$ cat src/rtl/assert_macros.svh
// Assertion macros shared by the receiver RTL.
`ifndef ASSERT_MACROS_SVH
`define ASSERT_MACROS_SVH

`ifndef ASSERT_OFF

// Property that must hold at every clock edge outside reset
`define ASSERT_ALWAYS(label, clk, rst_n, expr) \
    label: assert property (@(posedge clk) disable iff (!rst_n) (expr)) \
        else $error("assertion failed: %m");

// Same-cycle implication
`define ASSERT_IMPLIES(label, clk, rst_n, ante, cons) \
    label: assert property (@(posedge clk) disable iff (!rst_n) (ante) |-> (cons)) \
        else $error("assertion failed: %m");

// Next-cycle implication
`define ASSERT_NEXT(label, clk, rst_n, ante, cons) \
    label: assert property (@(posedge clk) disable iff (!rst_n) (ante) |=> (cons)) \
        else $error("assertion failed: %m");

`else

`define ASSERT_ALWAYS(label, clk, rst_n, expr)
`define ASSERT_IMPLIES(label, clk, rst_n, ante, cons)
`define ASSERT_NEXT(label, clk, rst_n, ante, cons)

`endif

`endif

$ cat src/rtl/swfr_pkg.sv
// Shared types and constants of the sync-word frame receiver.
package swfr_pkg;

    // Sync bytes: first byte, may repeat, then the second byte
    localparam logic [7:0] SYNC_FIRST  = 8'h13;
    localparam logic [7:0] SYNC_SECOND = 8'hAC;

    // Frame layout
    localparam int                LEN_WORD_IDX    = 4;
    localparam logic [14:0]       FRAME_TAIL      = 15'd5;
    localparam logic [14:0]       FRAME_WORDS_MAX = 15'd32767;

    // Configuration register file
    localparam int          APB_AW            = 3;
    localparam logic [0:0]  REG_MAX_PAYLOAD   = 1'b0;
    localparam logic [14:0] MAX_PAYLOAD_RESET = 15'd256;

    // Result status codes
    typedef enum logic [2:0] {
        ST_IDLE       = 3'd0,
        ST_STORED     = 3'd1,
        ST_ACCEPTED   = 3'd2,
        ST_BAD_SUM    = 3'd3,
        ST_BAD_LEN    = 3'd4,
        ST_RING_FULL  = 3'd5,
        ST_LIST_FULL  = 3'd6
    } status_t;

    // Per-byte outcome flags passed from the frame core to the top level
    typedef struct packed {
        status_t status;
        logic    word_write;
        logic    msg_commit;
    } step_flags_t;

endpackage

$ cat src/rtl/swfr_if.sv
// Valid/ready channels of the receiver: byte requests in, per-byte results out.
interface swfr_rx_if #(
    parameter int RING_DEPTH = 512,
    parameter int LIST_DEPTH = 32
);
    localparam int RING_AW = $clog2(RING_DEPTH);
    localparam int LIST_AW = $clog2(LIST_DEPTH);

    logic               valid;
    logic               ready;
    logic [7:0]         rx_byte;
    logic [RING_AW-1:0] ring_read_ptr;
    logic [LIST_AW-1:0] list_read_ptr;

    modport source (output valid, rx_byte, ring_read_ptr, list_read_ptr, input ready);
    modport sink   (input valid, rx_byte, ring_read_ptr, list_read_ptr, output ready);
endinterface

interface swfr_result_if #(
    parameter int RING_DEPTH = 512,
    parameter int LIST_DEPTH = 32
);
    localparam int RING_AW = $clog2(RING_DEPTH);
    localparam int LIST_AW = $clog2(LIST_DEPTH);

    logic               valid;
    logic               ready;
    logic [2:0]         status;
    logic               word_write;
    logic [RING_AW-1:0] word_addr;
    logic [15:0]        word_data;
    logic               msg_commit;
    logic [LIST_AW-1:0] msg_slot;
    logic [RING_AW-1:0] msg_start;
    logic [RING_AW-1:0] ring_commit_ptr;

    modport source (output valid, status, word_write, word_addr, word_data, msg_commit,
                    msg_slot, msg_start, ring_commit_ptr, input ready);
    modport sink   (input valid, status, word_write, word_addr, word_data, msg_commit,
                    msg_slot, msg_start, ring_commit_ptr, output ready);
endinterface

$ cat src/rtl/swfr_frame_core.sv
// Frame state machine: sync hunt, word assembly, length and checksum checks, commit.
`include "assert_macros.svh"

module swfr_frame_core
    import swfr_pkg::*;
#(
    parameter int RING_DEPTH = 512,
    parameter int LIST_DEPTH = 32,
    localparam int RING_AW = $clog2(RING_DEPTH),
    localparam int LIST_AW = $clog2(LIST_DEPTH)
) (
    input  logic               clk,
    input  logic               rst_n,
    input  logic               step,
    input  logic [7:0]         rx_byte,
    input  logic [RING_AW-1:0] ring_read_ptr,
    input  logic [LIST_AW-1:0] list_read_ptr,
    input  logic [14:0]        max_payload,
    output step_flags_t        flags,
    output logic [RING_AW-1:0] word_addr,
    output logic [15:0]        word_data,
    output logic [LIST_AW-1:0] msg_slot,
    output logic [RING_AW-1:0] msg_start,
    output logic [RING_AW-1:0] ring_commit_ptr
);

    typedef enum logic [3:0] {
        PH_HUNT1 = 4'b0001,
        PH_HUNT2 = 4'b0010,
        PH_LOW   = 4'b0100,
        PH_HIGH  = 4'b1000
    } phase_t;

    phase_t             phase_reg, phase_next;
    logic [7:0]         low_byte_reg, low_byte_next;
    logic [15:0]        sum_low_reg, sum_low_next;
    // only the low byte of the high-byte sum reaches the 16-bit check
    logic [7:0]         sum_high_reg, sum_high_next;
    logic [RING_AW-1:0] write_pos_reg, write_pos_next;
    logic [RING_AW-1:0] committed_pos_reg, committed_pos_next;
    logic [14:0]        word_count_reg, word_count_next;
    logic [14:0]        frame_words_reg, frame_words_next;
    logic [LIST_AW-1:0] list_pos_reg, list_pos_next;

    logic [RING_AW-1:0] ring_next_pos;
    logic [LIST_AW-1:0] list_next_pos;
    logic [15:0]        word;
    logic [7:0]         sum_high_upd;
    logic [15:0]        frame_sum;
    logic               is_len_word;
    logic               is_close_word;

    // Wrap-around successors of the ring and list write positions
    assign ring_next_pos = (write_pos_reg == RING_AW'(RING_DEPTH - 1)) ? '0
                         : write_pos_reg + 1'b1;
    assign list_next_pos = (list_pos_reg == LIST_AW'(LIST_DEPTH - 1)) ? '0
                         : list_pos_reg + 1'b1;

    assign word          = {rx_byte, low_byte_reg};
    assign sum_high_upd  = sum_high_reg + rx_byte;
    assign frame_sum     = sum_low_reg + {sum_high_upd, 8'h00};
    assign is_len_word   = (word_count_reg == 15'(LEN_WORD_IDX));
    assign is_close_word = (word_count_reg > 15'(LEN_WORD_IDX))
                        && (word_count_reg == frame_words_reg);

    // Next state and per-byte outcome
    always_comb
    begin
        phase_next         = phase_reg;
        low_byte_next      = low_byte_reg;
        sum_low_next       = sum_low_reg;
        sum_high_next      = sum_high_reg;
        write_pos_next     = write_pos_reg;
        committed_pos_next = committed_pos_reg;
        word_count_next    = word_count_reg;
        frame_words_next   = frame_words_reg;
        list_pos_next      = list_pos_reg;
        flags              = '{status: ST_IDLE, word_write: 1'b0, msg_commit: 1'b0};
        word_addr          = '0;
        word_data          = '0;
        msg_slot           = '0;
        msg_start          = '0;

        unique case (phase_reg)
            PH_HUNT1:
            begin
                if (rx_byte == SYNC_FIRST)
                begin
                    phase_next = PH_HUNT2;
                end
            end
            PH_HUNT2:
            begin
                if (rx_byte == SYNC_SECOND)
                begin
                    phase_next       = PH_LOW;
                    sum_low_next     = 16'(SYNC_FIRST);
                    sum_high_next    = SYNC_SECOND;
                    write_pos_next   = committed_pos_reg;
                    word_count_next  = '0;
                    frame_words_next = FRAME_WORDS_MAX;
                end
                else if (rx_byte != SYNC_FIRST)
                begin
                    phase_next = PH_HUNT1;
                end
            end
            PH_LOW:
            begin
                low_byte_next = rx_byte;
                sum_low_next  = sum_low_reg + 16'(rx_byte);
                phase_next    = PH_HIGH;
            end
            PH_HIGH:
            begin
                if (ring_next_pos == ring_read_ptr)
                begin
                    // no room for another word, drop the frame
                    phase_next   = PH_HUNT1;
                    flags.status = ST_RING_FULL;
                end
                else if (is_len_word && (word > {1'b0, max_payload}))
                begin
                    sum_high_next = sum_high_upd;
                    phase_next    = PH_HUNT1;
                    flags.status  = ST_BAD_LEN;
                end
                else if (is_close_word)
                begin
                    sum_high_next = sum_high_upd;
                    phase_next    = PH_HUNT1;
                    if (list_next_pos == list_read_ptr)
                    begin
                        write_pos_next = committed_pos_reg;
                        flags.status   = ST_LIST_FULL;
                    end
                    else if (frame_sum == 16'h0000)
                    begin
                        flags.msg_commit   = 1'b1;
                        msg_slot           = list_pos_reg;
                        msg_start          = committed_pos_reg;
                        committed_pos_next = write_pos_reg;
                        list_pos_next      = list_next_pos;
                        flags.status       = ST_ACCEPTED;
                    end
                    else
                    begin
                        flags.status = ST_BAD_SUM;
                    end
                end
                else
                begin
                    // ordinary word: store it and advance
                    sum_high_next = sum_high_upd;
                    if (is_len_word)
                    begin
                        frame_words_next = word[15:1] + FRAME_TAIL;
                    end
                    flags.word_write = 1'b1;
                    word_addr        = write_pos_reg;
                    word_data        = word;
                    write_pos_next   = ring_next_pos;
                    word_count_next  = word_count_reg + 1'b1;
                    phase_next       = PH_LOW;
                    flags.status     = ST_STORED;
                end
            end
            default:
            begin
                phase_next = PH_HUNT1;
            end
        endcase
    end

    assign ring_commit_ptr = committed_pos_next;

    // State registers, updated once per processed byte
    always_ff @(posedge clk or negedge rst_n)
    begin
        if (!rst_n)
        begin
            phase_reg         <= PH_HUNT1;
            low_byte_reg      <= '0;
            sum_low_reg       <= '0;
            sum_high_reg      <= '0;
            write_pos_reg     <= '0;
            committed_pos_reg <= '0;
            word_count_reg    <= '0;
            frame_words_reg   <= FRAME_WORDS_MAX;
            list_pos_reg      <= '0;
        end
        else if (step)
        begin
            phase_reg         <= phase_next;
            low_byte_reg      <= low_byte_next;
            sum_low_reg       <= sum_low_next;
            sum_high_reg      <= sum_high_next;
            write_pos_reg     <= write_pos_next;
            committed_pos_reg <= committed_pos_next;
            word_count_reg    <= word_count_next;
            frame_words_reg   <= frame_words_next;
            list_pos_reg      <= list_pos_next;
        end
    end

    // A byte never both stores a word and commits a message
    `ASSERT_ALWAYS(a_store_xor_commit, clk, rst_n, !(flags.word_write && flags.msg_commit))
    // A commit always ends the frame
    `ASSERT_NEXT(a_commit_ends_frame, clk, rst_n, step && flags.msg_commit, phase_reg == PH_HUNT1)
    // The committed pointer moves only on a commit
    `ASSERT_IMPLIES(a_commit_ptr_moves, clk, rst_n, committed_pos_reg != $past(committed_pos_reg), $past(step && flags.msg_commit))
    // Inside a frame the word count never passes the closing word
    `ASSERT_IMPLIES(a_count_bound, clk, rst_n, (phase_reg == PH_LOW) || (phase_reg == PH_HIGH), word_count_reg <= frame_words_reg)

endmodule

$ cat src/rtl/sync_word_frame_receiver.sv
// Top level of the sync-word frame receiver: APB register, input and result registers.
//
//  channel   dir   carries                                    handshake
//  rx        in    rx_byte, ring_read_ptr, list_read_ptr      valid/ready
//  result    out   status, word and commit fields, commit ptr valid/ready
//  apb       in    max_payload_bytes at byte address 0        psel/penable, pready=1
//
//  One byte per cycle sustained while results are taken; an accepted byte waits in
//  the input register, passes the frame state update, and its result is offered
//  from the result register.
//  The frame state update is combinational logic between the two registers.
//  Reset: frame hunt restarts, ring and list pointers at 0, max payload 256.
//  A stalled result holds; one more byte may wait in the input register, then
//  rx.ready drops until the result is taken.
module sync_word_frame_receiver
    import swfr_pkg::*;
#(
    parameter int RING_DEPTH = 512,
    parameter int LIST_DEPTH = 32
) (
    input  logic              clk,
    input  logic              rst_n,
    input  logic              psel,
    input  logic              penable,
    input  logic              pwrite,
    input  logic [APB_AW-1:0] paddr,
    input  logic [31:0]       pwdata,
    output logic [31:0]       prdata,
    output logic              pready,
    swfr_rx_if.sink           rx,
    swfr_result_if.source     result
);

    localparam int RING_AW = $clog2(RING_DEPTH);
    localparam int LIST_AW = $clog2(LIST_DEPTH);

    logic [14:0]        max_payload_reg;
    logic               cfg_write;

    logic               in_valid_reg;
    logic [7:0]         rx_byte_reg;
    logic [RING_AW-1:0] ring_read_ptr_reg;
    logic [LIST_AW-1:0] list_read_ptr_reg;
    logic               advance;

    step_flags_t        flags;
    logic [RING_AW-1:0] word_addr;
    logic [15:0]        word_data;
    logic [LIST_AW-1:0] msg_slot;
    logic [RING_AW-1:0] msg_start;
    logic [RING_AW-1:0] ring_commit_ptr;

    logic               out_valid_reg;
    logic [2:0]         status_reg;
    logic               word_write_reg;
    logic [RING_AW-1:0] word_addr_reg;
    logic [15:0]        word_data_reg;
    logic               msg_commit_reg;
    logic [LIST_AW-1:0] msg_slot_reg;
    logic [RING_AW-1:0] msg_start_reg;
    logic [RING_AW-1:0] ring_commit_ptr_reg;

    // APB register write and read-back
    assign pready    = 1'b1;
    assign cfg_write = psel && penable && pwrite && pready
                    && (paddr[2] == REG_MAX_PAYLOAD);

    always_ff @(posedge clk or negedge rst_n)
    begin
        if (!rst_n)
        begin
            max_payload_reg <= MAX_PAYLOAD_RESET;
        end
        else if (cfg_write)
        begin
            max_payload_reg <= pwdata[14:0];
        end
    end

    always_comb
    begin
        unique case (paddr[2])
            REG_MAX_PAYLOAD: prdata = {17'd0, max_payload_reg};
            default:         prdata = '0;
        endcase
    end

    // Pipeline flow: the input register drains whenever the result slot frees
    assign advance  = in_valid_reg && (!out_valid_reg || result.ready);
    assign rx.ready = !in_valid_reg || advance;

    // Input register
    always_ff @(posedge clk or negedge rst_n)
    begin
        if (!rst_n)
        begin
            in_valid_reg <= 1'b0;
        end
        else if (rx.ready)
        begin
            in_valid_reg <= rx.valid;
        end
    end

    always_ff @(posedge clk)
    begin
        if (rx.valid && rx.ready)
        begin
            rx_byte_reg       <= rx.rx_byte;
            ring_read_ptr_reg <= rx.ring_read_ptr;
            list_read_ptr_reg <= rx.list_read_ptr;
        end
    end

    // Frame logic and state
    swfr_frame_core #(
        .RING_DEPTH (RING_DEPTH),
        .LIST_DEPTH (LIST_DEPTH)
    ) u_core (
        .clk             (clk),
        .rst_n           (rst_n),
        .step            (advance),
        .rx_byte         (rx_byte_reg),
        .ring_read_ptr   (ring_read_ptr_reg),
        .list_read_ptr   (list_read_ptr_reg),
        .max_payload     (max_payload_reg),
        .flags           (flags),
        .word_addr       (word_addr),
        .word_data       (word_data),
        .msg_slot        (msg_slot),
        .msg_start       (msg_start),
        .ring_commit_ptr (ring_commit_ptr)
    );

    // Result register
    always_ff @(posedge clk or negedge rst_n)
    begin
        if (!rst_n)
        begin
            out_valid_reg <= 1'b0;
        end
        else if (advance)
        begin
            out_valid_reg <= 1'b1;
        end
        else if (result.ready)
        begin
            out_valid_reg <= 1'b0;
        end
    end

    always_ff @(posedge clk)
    begin
        if (advance)
        begin
            status_reg          <= flags.status;
            word_write_reg      <= flags.word_write;
            word_addr_reg       <= word_addr;
            word_data_reg       <= word_data;
            msg_commit_reg      <= flags.msg_commit;
            msg_slot_reg        <= msg_slot;
            msg_start_reg       <= msg_start;
            ring_commit_ptr_reg <= ring_commit_ptr;
        end
    end

    assign result.valid           = out_valid_reg;
    assign result.status          = status_reg;
    assign result.word_write      = word_write_reg;
    assign result.word_addr       = word_addr_reg;
    assign result.word_data       = word_data_reg;
    assign result.msg_commit      = msg_commit_reg;
    assign result.msg_slot        = msg_slot_reg;
    assign result.msg_start       = msg_start_reg;
    assign result.ring_commit_ptr = ring_commit_ptr_reg;

endmodule
$ cat src/flat_wrapper.sv
// flat-port wrapper written by rule: the top's interface ports become plain ports
module sync_word_frame_receiver_flat import swfr_pkg::*;
#(
    parameter int RING_DEPTH = 512,
    parameter int LIST_DEPTH = 32
)
  (clk, rst_n, psel, penable, pwrite, paddr, pwdata, prdata, pready, rx_valid, rx_rx_byte, rx_ring_read_ptr, rx_list_read_ptr, rx_ready, result_valid, result_status, result_word_write, result_word_addr, result_word_data, result_msg_commit, result_msg_slot, result_msg_start, result_ring_commit_ptr, result_ready);
  swfr_rx_if #(.RING_DEPTH(RING_DEPTH), .LIST_DEPTH(LIST_DEPTH)) rx_i ();
  swfr_result_if #(.RING_DEPTH(RING_DEPTH), .LIST_DEPTH(LIST_DEPTH)) result_i ();
  input  logic clk;
  input  logic rst_n;
  input  logic psel;
  input  logic penable;
  input  logic pwrite;
  input  logic [APB_AW-1:0] paddr;
  input  logic [31:0] pwdata;
  output logic [31:0] prdata;
  output logic pready;
  input wire logic [$bits(rx_i.valid)-1:0] rx_valid;
  input wire logic [$bits(rx_i.rx_byte)-1:0] rx_rx_byte;
  input wire logic [$bits(rx_i.ring_read_ptr)-1:0] rx_ring_read_ptr;
  input wire logic [$bits(rx_i.list_read_ptr)-1:0] rx_list_read_ptr;
  output wire logic [$bits(rx_i.ready)-1:0] rx_ready;
  output wire logic [$bits(result_i.valid)-1:0] result_valid;
  output wire logic [$bits(result_i.status)-1:0] result_status;
  output wire logic [$bits(result_i.word_write)-1:0] result_word_write;
  output wire logic [$bits(result_i.word_addr)-1:0] result_word_addr;
  output wire logic [$bits(result_i.word_data)-1:0] result_word_data;
  output wire logic [$bits(result_i.msg_commit)-1:0] result_msg_commit;
  output wire logic [$bits(result_i.msg_slot)-1:0] result_msg_slot;
  output wire logic [$bits(result_i.msg_start)-1:0] result_msg_start;
  output wire logic [$bits(result_i.ring_commit_ptr)-1:0] result_ring_commit_ptr;
  input wire logic [$bits(result_i.ready)-1:0] result_ready;
  assign rx_i.valid = rx_valid;
  assign rx_i.rx_byte = rx_rx_byte;
  assign rx_i.ring_read_ptr = rx_ring_read_ptr;
  assign rx_i.list_read_ptr = rx_list_read_ptr;
  assign rx_ready = rx_i.ready;
  assign result_valid = result_i.valid;
  assign result_status = result_i.status;
  assign result_word_write = result_i.word_write;
  assign result_word_addr = result_i.word_addr;
  assign result_word_data = result_i.word_data;
  assign result_msg_commit = result_i.msg_commit;
  assign result_msg_slot = result_i.msg_slot;
  assign result_msg_start = result_i.msg_start;
  assign result_ring_commit_ptr = result_i.ring_commit_ptr;
  assign result_i.ready = result_ready;
  sync_word_frame_receiver #(.RING_DEPTH(RING_DEPTH), .LIST_DEPTH(LIST_DEPTH)) u_core (.clk(clk), .rst_n(rst_n), .psel(psel), .penable(penable), .pwrite(pwrite), .paddr(paddr), .pwdata(pwdata), .prdata(prdata), .pready(pready), .rx(rx_i), .result(result_i));
endmodule
$ cat config.mk
export PLATFORM = sky130hd
export DESIGN_NAME = sync_word_frame_receiver_flat
export DESIGN_NICKNAME = d
export VERILOG_FILES = /design/src/rtl/swfr_pkg.sv /design/src/rtl/swfr_if.sv /design/src/rtl/swfr_frame_core.sv /design/src/rtl/sync_word_frame_receiver.sv /design/src/flat_wrapper.sv
export VERILOG_INCLUDE_DIRS = /design/src /design/src/rtl
export SDC_FILE = /design/constraint.sdc
export NUM_CORES = 1
export LEC_CHECK = 0
export ABC_AREA = 1
export BUFFER_PORTS_ARGS = -buffer_cell sky130_fd_sc_hd__buf_2
export CAP_MARGIN = 15
export CORE_MARGIN = 2
export CORE_UTILIZATION = 52
export DETAILED_ROUTE_END_ITERATION = 6
export PLACE_DENSITY = 0.81
export SETUP_SLACK_MARGIN = 0.05
export SYNTH_ARGS = -nofsm -noshare
export SYNTH_HDL_FRONTEND = slang
export SYNTH_SLANG_ARGS = --single-unit
$ cat constraint.sdc
create_clock -name clk -period 3 [get_ports clk]
set_input_delay 0.15 -clock clk [delete_from_list [all_inputs] [get_ports clk]]
set_output_delay 0.15 -clock clk [all_outputs]
set_load 0.02 [all_outputs]
# After elaboration in Yosys (flattened, before gate mapping)
# Cells that the tools add are included.
[totals] inputBits=64 output_inout_bits=88 latchBits=0 ff_bits=181 mem_bits_rw=0 elab_cells=136 mem_count=0 rom_bits=0
[op_classes] mux=47 shifts=0 n_eq_ne=21 n_lt_le_gt_ge=2 n_div=0 n_reduce_logical=28 bitwise_logic=7 n_addsub=7 n_mul=0
[ops] cell="$mux W15" n=10
[ops] cell="$mux W9" n=12
[ops] cell="$pmux W15 S2" n=2
[ops] cell="$pmux W16 S2" n=1
[ops] cell="$mux W3" n=7
[ops] cell="$pmux W9 S2" n=1
[ops] cell="$add A16 B16 Y16" n=1
[ops] cell="$add A16 B8 Y16" n=1
[ops] cell="$gt A16 B15 Y1" n=1
[ops] cell="$logic_not A16 Y1" n=1
[ops] cell="$mux W16" n=1
[ops] cell="$mux W8" n=2
[ops] cell="$pmux W4 S4" n=1
[ops] cell="$pmux W8 S2" n=1
[ops] cell="$add A15 B1 Y15 const B" n=1
[ops] cell="$add A15 B3 Y15 const B" n=1
[ops] cell="$eq A15 B15 Y1" n=1
[ops] cell="$eq A15 B3 Y1 const B" n=1
[ops] cell="$gt A15 B3 Y1 const B" n=1
[ops] cell="$reduce_and A7 Y1" n=2
[ops] cell="$mux W4" n=3
[ops] cell="$ne A2 B2 Y1 const B" n=6
[ops] cell="$reduce_and A6 Y1" n=2
[ops] cell="$add A9 B1 Y9 const B" n=1
[ops] cell="other kinds (28)" n=51

# Depth between registers and ports, before layout
[logic_depth] ltp_word=9 depth_mapped=22 depth_no_buf=22

# Cells and area by module
# Synthesis repeated with hierarchy kept, for this count alone.
[unflattened] cells_unflattened=1345 area_unflattened_um2=10613.9
[modules_own_cells] mod="swfr_frame_core" area_per_inst_um2=7369.6 seq_area_each_um2=2247.2 instances=1 cells_each=1139
[modules_own_cells] mod="sync_word_frame_receiver" area_per_inst_um2=3244.4 seq_area_each_um2=2678.8 instances=1 cells_each=206

# Least setup slack after synthesis
# No wires, ideal clock.
[synth_timing] path_type="reg2reg" startpoint="register u_core.rx_byte_reg[0]" endpoint="register u_core.msg_slot_reg[4] (netlist: u_core.result.msg_slot[4]), data pin" required_time_ps=2744 setup_time_ps=256 t_arrival_ps=2861 n_path_buf=1 stages_incl_launch_ff=19 period_less_slack_ps=3116 path_slack_ps=-116 path_cell_list="edfxtp_1 > ha_1 > fa_1 > nand3_1 > nand2_1 > nand2_1 > nand2_1 > a21oi_1 > xnor2_1 > ha_1 > a21oi_1 > o21ai_0 > a21oi_1 > nand3_1 > nand3_2 > nor2_4 > inv_1 > buf_2 > nor2_1"
[synth_between] elab_chain_cells=5 elab_cells_between_ends=7 cone_classes="2 x add/sub; 1 x order compare; 1 x bitwise; 3 x reduce/logical"
[synth_lines] element="start, declared" line="sync_word_frame_receiver.sv:41" text="logic [7:0] rx_byte_reg;"
[synth_lines] element="start signal, assigned" line="sync_word_frame_receiver.sv:109" text="rx_byte_reg <= rx.rx_byte;"
[synth_lines] element="$add A8 B8 Y8" line="swfr_frame_core.sv:60" text="assign sum_high_upd = sum_high_reg + rx_byte;"
[synth_lines] element="$add A16 B16 Y16" line="swfr_frame_core.sv:61" text="assign frame_sum = sum_low_reg + {sum_high_upd, 8'h00};"
[synth_lines] element="$logic_not A16 Y1" line="swfr_frame_core.sv:137" text="else if (frame_sum == 16'h0000)"
[synth_lines] element="$not A1 Y1 (no source line)"
[synth_lines] element="$reduce_or A6 Y1 (no source line) *"
[synth_lines] element="end signal, assigned" line="sync_word_frame_receiver.sv:161" text="msg_slot_reg <= msg_slot;"
[synth_lines] element="end, declared" line="sync_word_frame_receiver.sv:59" text="logic [LIST_AW-1:0] msg_slot_reg;"
# Mark *: on every way between the ends. The rest lies on a longest branch, timed or not.
# A chain may end at the register's enable or synchronous reset.

# Final worst setup path
[layout_timing] startpoint="register u_core.rx_byte_reg[0]" endpoint="register u_core.ring_commit_ptr_reg[6] (netlist: u_core.result.ring_commit_ptr[6]), data pin"
[layout_between] elab_chain_cells=9 elab_cells_between_ends=11 cone_classes="2 x add/sub; 1 x order compare; 6 x mux; 2 x reduce/logical"
[layout_lines] element="$add A8 B8 Y8" line="swfr_frame_core.sv:60"
[layout_lines] element="$add A16 B16 Y16" line="swfr_frame_core.sv:61"
[layout_lines] element="$logic_not A16 Y1" line="swfr_frame_core.sv:137"
[layout_lines] element="$mux W9" line="swfr_frame_core.sv:137"
[layout_lines] element="$mux W9" line="swfr_frame_core.sv:132" text="if (list_next_pos == list_read_ptr)"
[layout_lines] element="$mux W9" line="swfr_frame_core.sv:128" text="else if (is_close_word)"
[layout_lines] element="$mux W9 *" line="swfr_frame_core.sv:122" text="else if (is_len_word && (word > {1'b0, max_payload}))"
[layout_lines] element="$mux W9 *" line="swfr_frame_core.sv:116" text="if (ring_next_pos == ring_read_ptr)"
[layout_lines] element="$mux W9 *" line="swfr_frame_core.sv:84" text="unique case (phase_reg)"
[layout_lines] element="named net u_core.ring_commit_ptr[6]" line="sync_word_frame_receiver.sv:51" text="logic [RING_AW-1:0] ring_commit_ptr;"
[layout_lines] element="end signal, assigned" line="sync_word_frame_receiver.sv:163" text="ring_commit_ptr_reg <= ring_commit_ptr;"
[layout_lines] element="end, declared" line="sync_word_frame_receiver.sv:61" text="logic [RING_AW-1:0] ring_commit_ptr_reg;"
# Mark *: on every way through the listed nets, which the timed path passes. The rest lies on a longest branch.

==> flow_metrics.env <==
export IMPL_synth_yosys_warnings=0
export IMPL_grtUsageMet3=0.0470
export IMPL_via_per_inst=5.52
export IMPL_powerDensity_nw_per_um2=654
export IMPL_grt_met1_usage=0.328
export IMPL_place_hpwl_um=18600
export IMPL_synth_top_cells_by_count="319 x nand2_1, 162 x nor2_1, 153 x inv_1"
export IMPL_crit_path_max_incr_delay_ps=440
export IMPL_syn_inst=1286
export IMPL_min_period_ps=3390
export IMPL_place_ws_ps=-337
export IMPL_cts_root_buf="clkbuf_16"
export IMPL_rsz0062_at_grt="yes"
export IMPL_drive_above_1_share=0.224
export IMPL_ant_nets=0
export IMPL_path_cells="ha_4, fa_2, nand3_2, nand2_2, nand2_1, nand2_1, a21oi_2, xnor2_2, ha_1, a21oi_2, o21ai_2, a21oi_2, buf_4, nand3_4, nand3_4, nor2_4, buf_4, buf_12, nand2_1, o21ai_1"
export IMPL_grt_max_degree=69
export IMPL_synth_most_common_cell="nand2_1"
export IMPL_floorplan_initialDensity=0.533
export IMPL_wl_um=29400
export IMPL_fin_worst_skew_ps=15.9
export IMPL_post_synth_top_area_cell="edfxtp_1"
export IMPL_max_freq_mhz=295
export IMPL_final_hold_viol_count=0
export IMPL_drt_first_pass_iters=6
export IMPL_grt_util_met2=0.439
export IMPL_post_synth_cell_area_avg_um2=8.09
export IMPL_wl_per_cell_um=16.4
export IMPL_areaGrowthSynthToFinish_pct=27.5
export IMPL_yosysTopAreaCellShare=0.217
export IMPL_tightest_slew_ps=879
export IMPL_cts_tree="built"
export IMPL_numClockSinks=181
export IMPL_num_antenna_cells=0
export IMPL_die_h_um=145
export IMPL_grt_pass1_vias=9174
export IMPL_synthTopCellsByArea="edfxtp_1 22%, dfrtp_1 21%, nand2_1 12%"
export IMPL_critPathCaptureType="flop"
export IMPL_cp_arrival_ps=3590
export IMPL_leakagePower_nw=6.28
export IMPL_path_clk_slew_ps=80
export IMPL_antenna_found_initial=0
export IMPL_insertion_delay_ps=450
export IMPL_seq_area_frac_synth=0.474
export IMPL_drt_iter0_drc=996
export IMPL_critPathLaunchType="flop"
export IMPL_stdcell_area_um2=13300
export IMPL_gp_congestion=0.876
export IMPL_fin_util=0.679
export IMPL_worst_path_max_fanout=12
export IMPL_cts_buffers=17
export IMPL_path_buf_inv=3
export IMPL_synthArstFlopShare=0.586
export IMPL_setup_viol=39
export IMPL_fin_crit_sh=1.13
export IMPL_grt_pass1_wl_um=44300
export IMPL_synth_enable_flop_cells=75
export IMPL_coreArea_um2=19500
export IMPL_max_vdd_ir_drop_v=0.000457
export IMPL_slew_headroom=0.414
export IMPL_holdCritPathClass="input port to async pin"
export IMPL_cts_max_level=4
export IMPL_dieWidth_um=145
export IMPL_synth_top_flop_cell="dfrtp_1"
export IMPL_worst_setup_path_type="flop to flop"
export IMPL_cap_violations=0
export IMPL_dieArea_um2=21100
export IMPL_portBuffers=114
export IMPL_timing_final_ws_setup_ps=-387
export IMPL_synth_cell_types=48
export IMPL_p_total_w=0.00867
export IMPL_cpMaxStageDelayCell="edfxtp_1"
export IMPL_cts_buffer_depth=2
export IMPL_busiest_layer="met2"
export IMPL_status="finished, violations left"
export IMPL_violations="setup timing"
export IMPL_crit_family="adder cells"
export IMPL_vias=9880
export IMPL_finalNonFillerCells=1789
export IMPL_synth_seq_cells=181
export IMPL_post_place_cells=1684
export IMPL_slew_violations=0
export IMPL_grtUsageTotal=0.257
export IMPL_crit_required_ps=3200
export IMPL_grt_overflow=0
export IMPL_ios=152
export IMPL_layout_nets=1622
export IMPL_dpl_cell_area_um2=11600
export IMPL_syn_area_um2=10400
export IMPL_remaining_drc_errors=0
export IMPL_rows=51
[final timing paths]
path | startpoint | end | slack, ps | depth (start not counted)
worst min register to register | u_core.u_core.frame_words_reg[13] | u_core.u_core.frame_words_reg[13] | 480 | 2
worst max-delay path | u_core.rx_byte_reg[0] | u_core.result.ring_commit_ptr[6] | -390 | 20
min in group clk | pwrite | u_core.max_payload_reg[2] | 330 | 3
worst max register to register | u_core.rx_byte_reg[0] | u_core.result.ring_commit_ptr[6] | -390 | 20
max in group asynchronous | rst_n | u_core.u_core.frame_words_reg[1] | 2000 | 3
worst min-delay path | rst_n | u_core.u_core.sum_low_reg[4] | 210 | 2
[through the flow]
step           setup TNS (ps)  hold slack, ps
3_3_place_gp            -5060             145
6_report               -12980             205
3_5_place_dp           -10150             150
4_1_cts                 -8130             224
2_1_floorplan               0            -146
5_1_grt                -18230             277
[kinds of logic after synthesis]
kind of cell / after synthesis / share of synthesized area
buffers and inverters: 215 / 0.0895
AO/OA/AOI/OAI: 154 / 0.0775
XOR/XNOR: 34 / 0.0286
AND/OR/NAND/NOR: 653 / 0.271
other: 2 / 0.000722
flip-flops: 181 / 0.474
adder cells (fa/ha/maj): 47 / 0.0587
[repair_timing]
| item | in CTS | in global routing |
|---|---|---|
| setup buffers | 16 | 15 |
| hold buffers | 40 | 0 |
| setup endpoints to repair | 43 | 114 |
| resized for setup | 38 | 59 |
| gates cloned | 0 | 5 |
| hold endpoints to repair | 74 | 0 |
| pin swaps | 9 | 25 |
[cell usage in the layout, fill, tap and decap left out, types with 6 or more instances in the layout]
master,instances
clkbuf_16,19
o21ai_1,18
nand2_2,13
inv_1,149
nor3_1,20
xnor2_1,9
buf_4,64
inv_2,10
dlygate4sd3_1,40
xor2_1,22
dfstp_2,17
dfrtp_1,89
buf_2,113
o21ai_0,68
ha_4,6
buf_12,7
nand2_1,306
nand4_1,22
conb_1,18
nor2_1,149
nand3_2,7
nor2_2,16
nand3_1,86
nor2_4,8
buf_6,15
a21oi_1,46
edfxtp_1,75
ha_1,38
[metal layers]
metal,up-vias,part of all wire,wire [um]
met3,99,0.092,2700
met2,606,0.49,14400
met5,-,0,0
met1,4582,0.38,11300
li1,4593,-,-
met4,0,0.034,1000
[layout make-up]
type | instances | area (um^2)
clock buffers | 17 | 425
clock inverters | 15 | 193
fillers | 1364 | 6270
flip-flops and latches | 181 | 4930
multi-input cells | 908 | 4970
inverters | 162 | 612
repair buffers | 241 | 1810
well taps | 265 | 332
[report_power, final]
part / internal, W / total (W) / switching [W]
clock: 0.00115 / 0.00232 / 0.00118
sequential: 0.00307 / 0.00334 / 0.000275
combinational: 0.00121 / 0.00300 / 0.00179
Power figures use the tool's default switching activity.
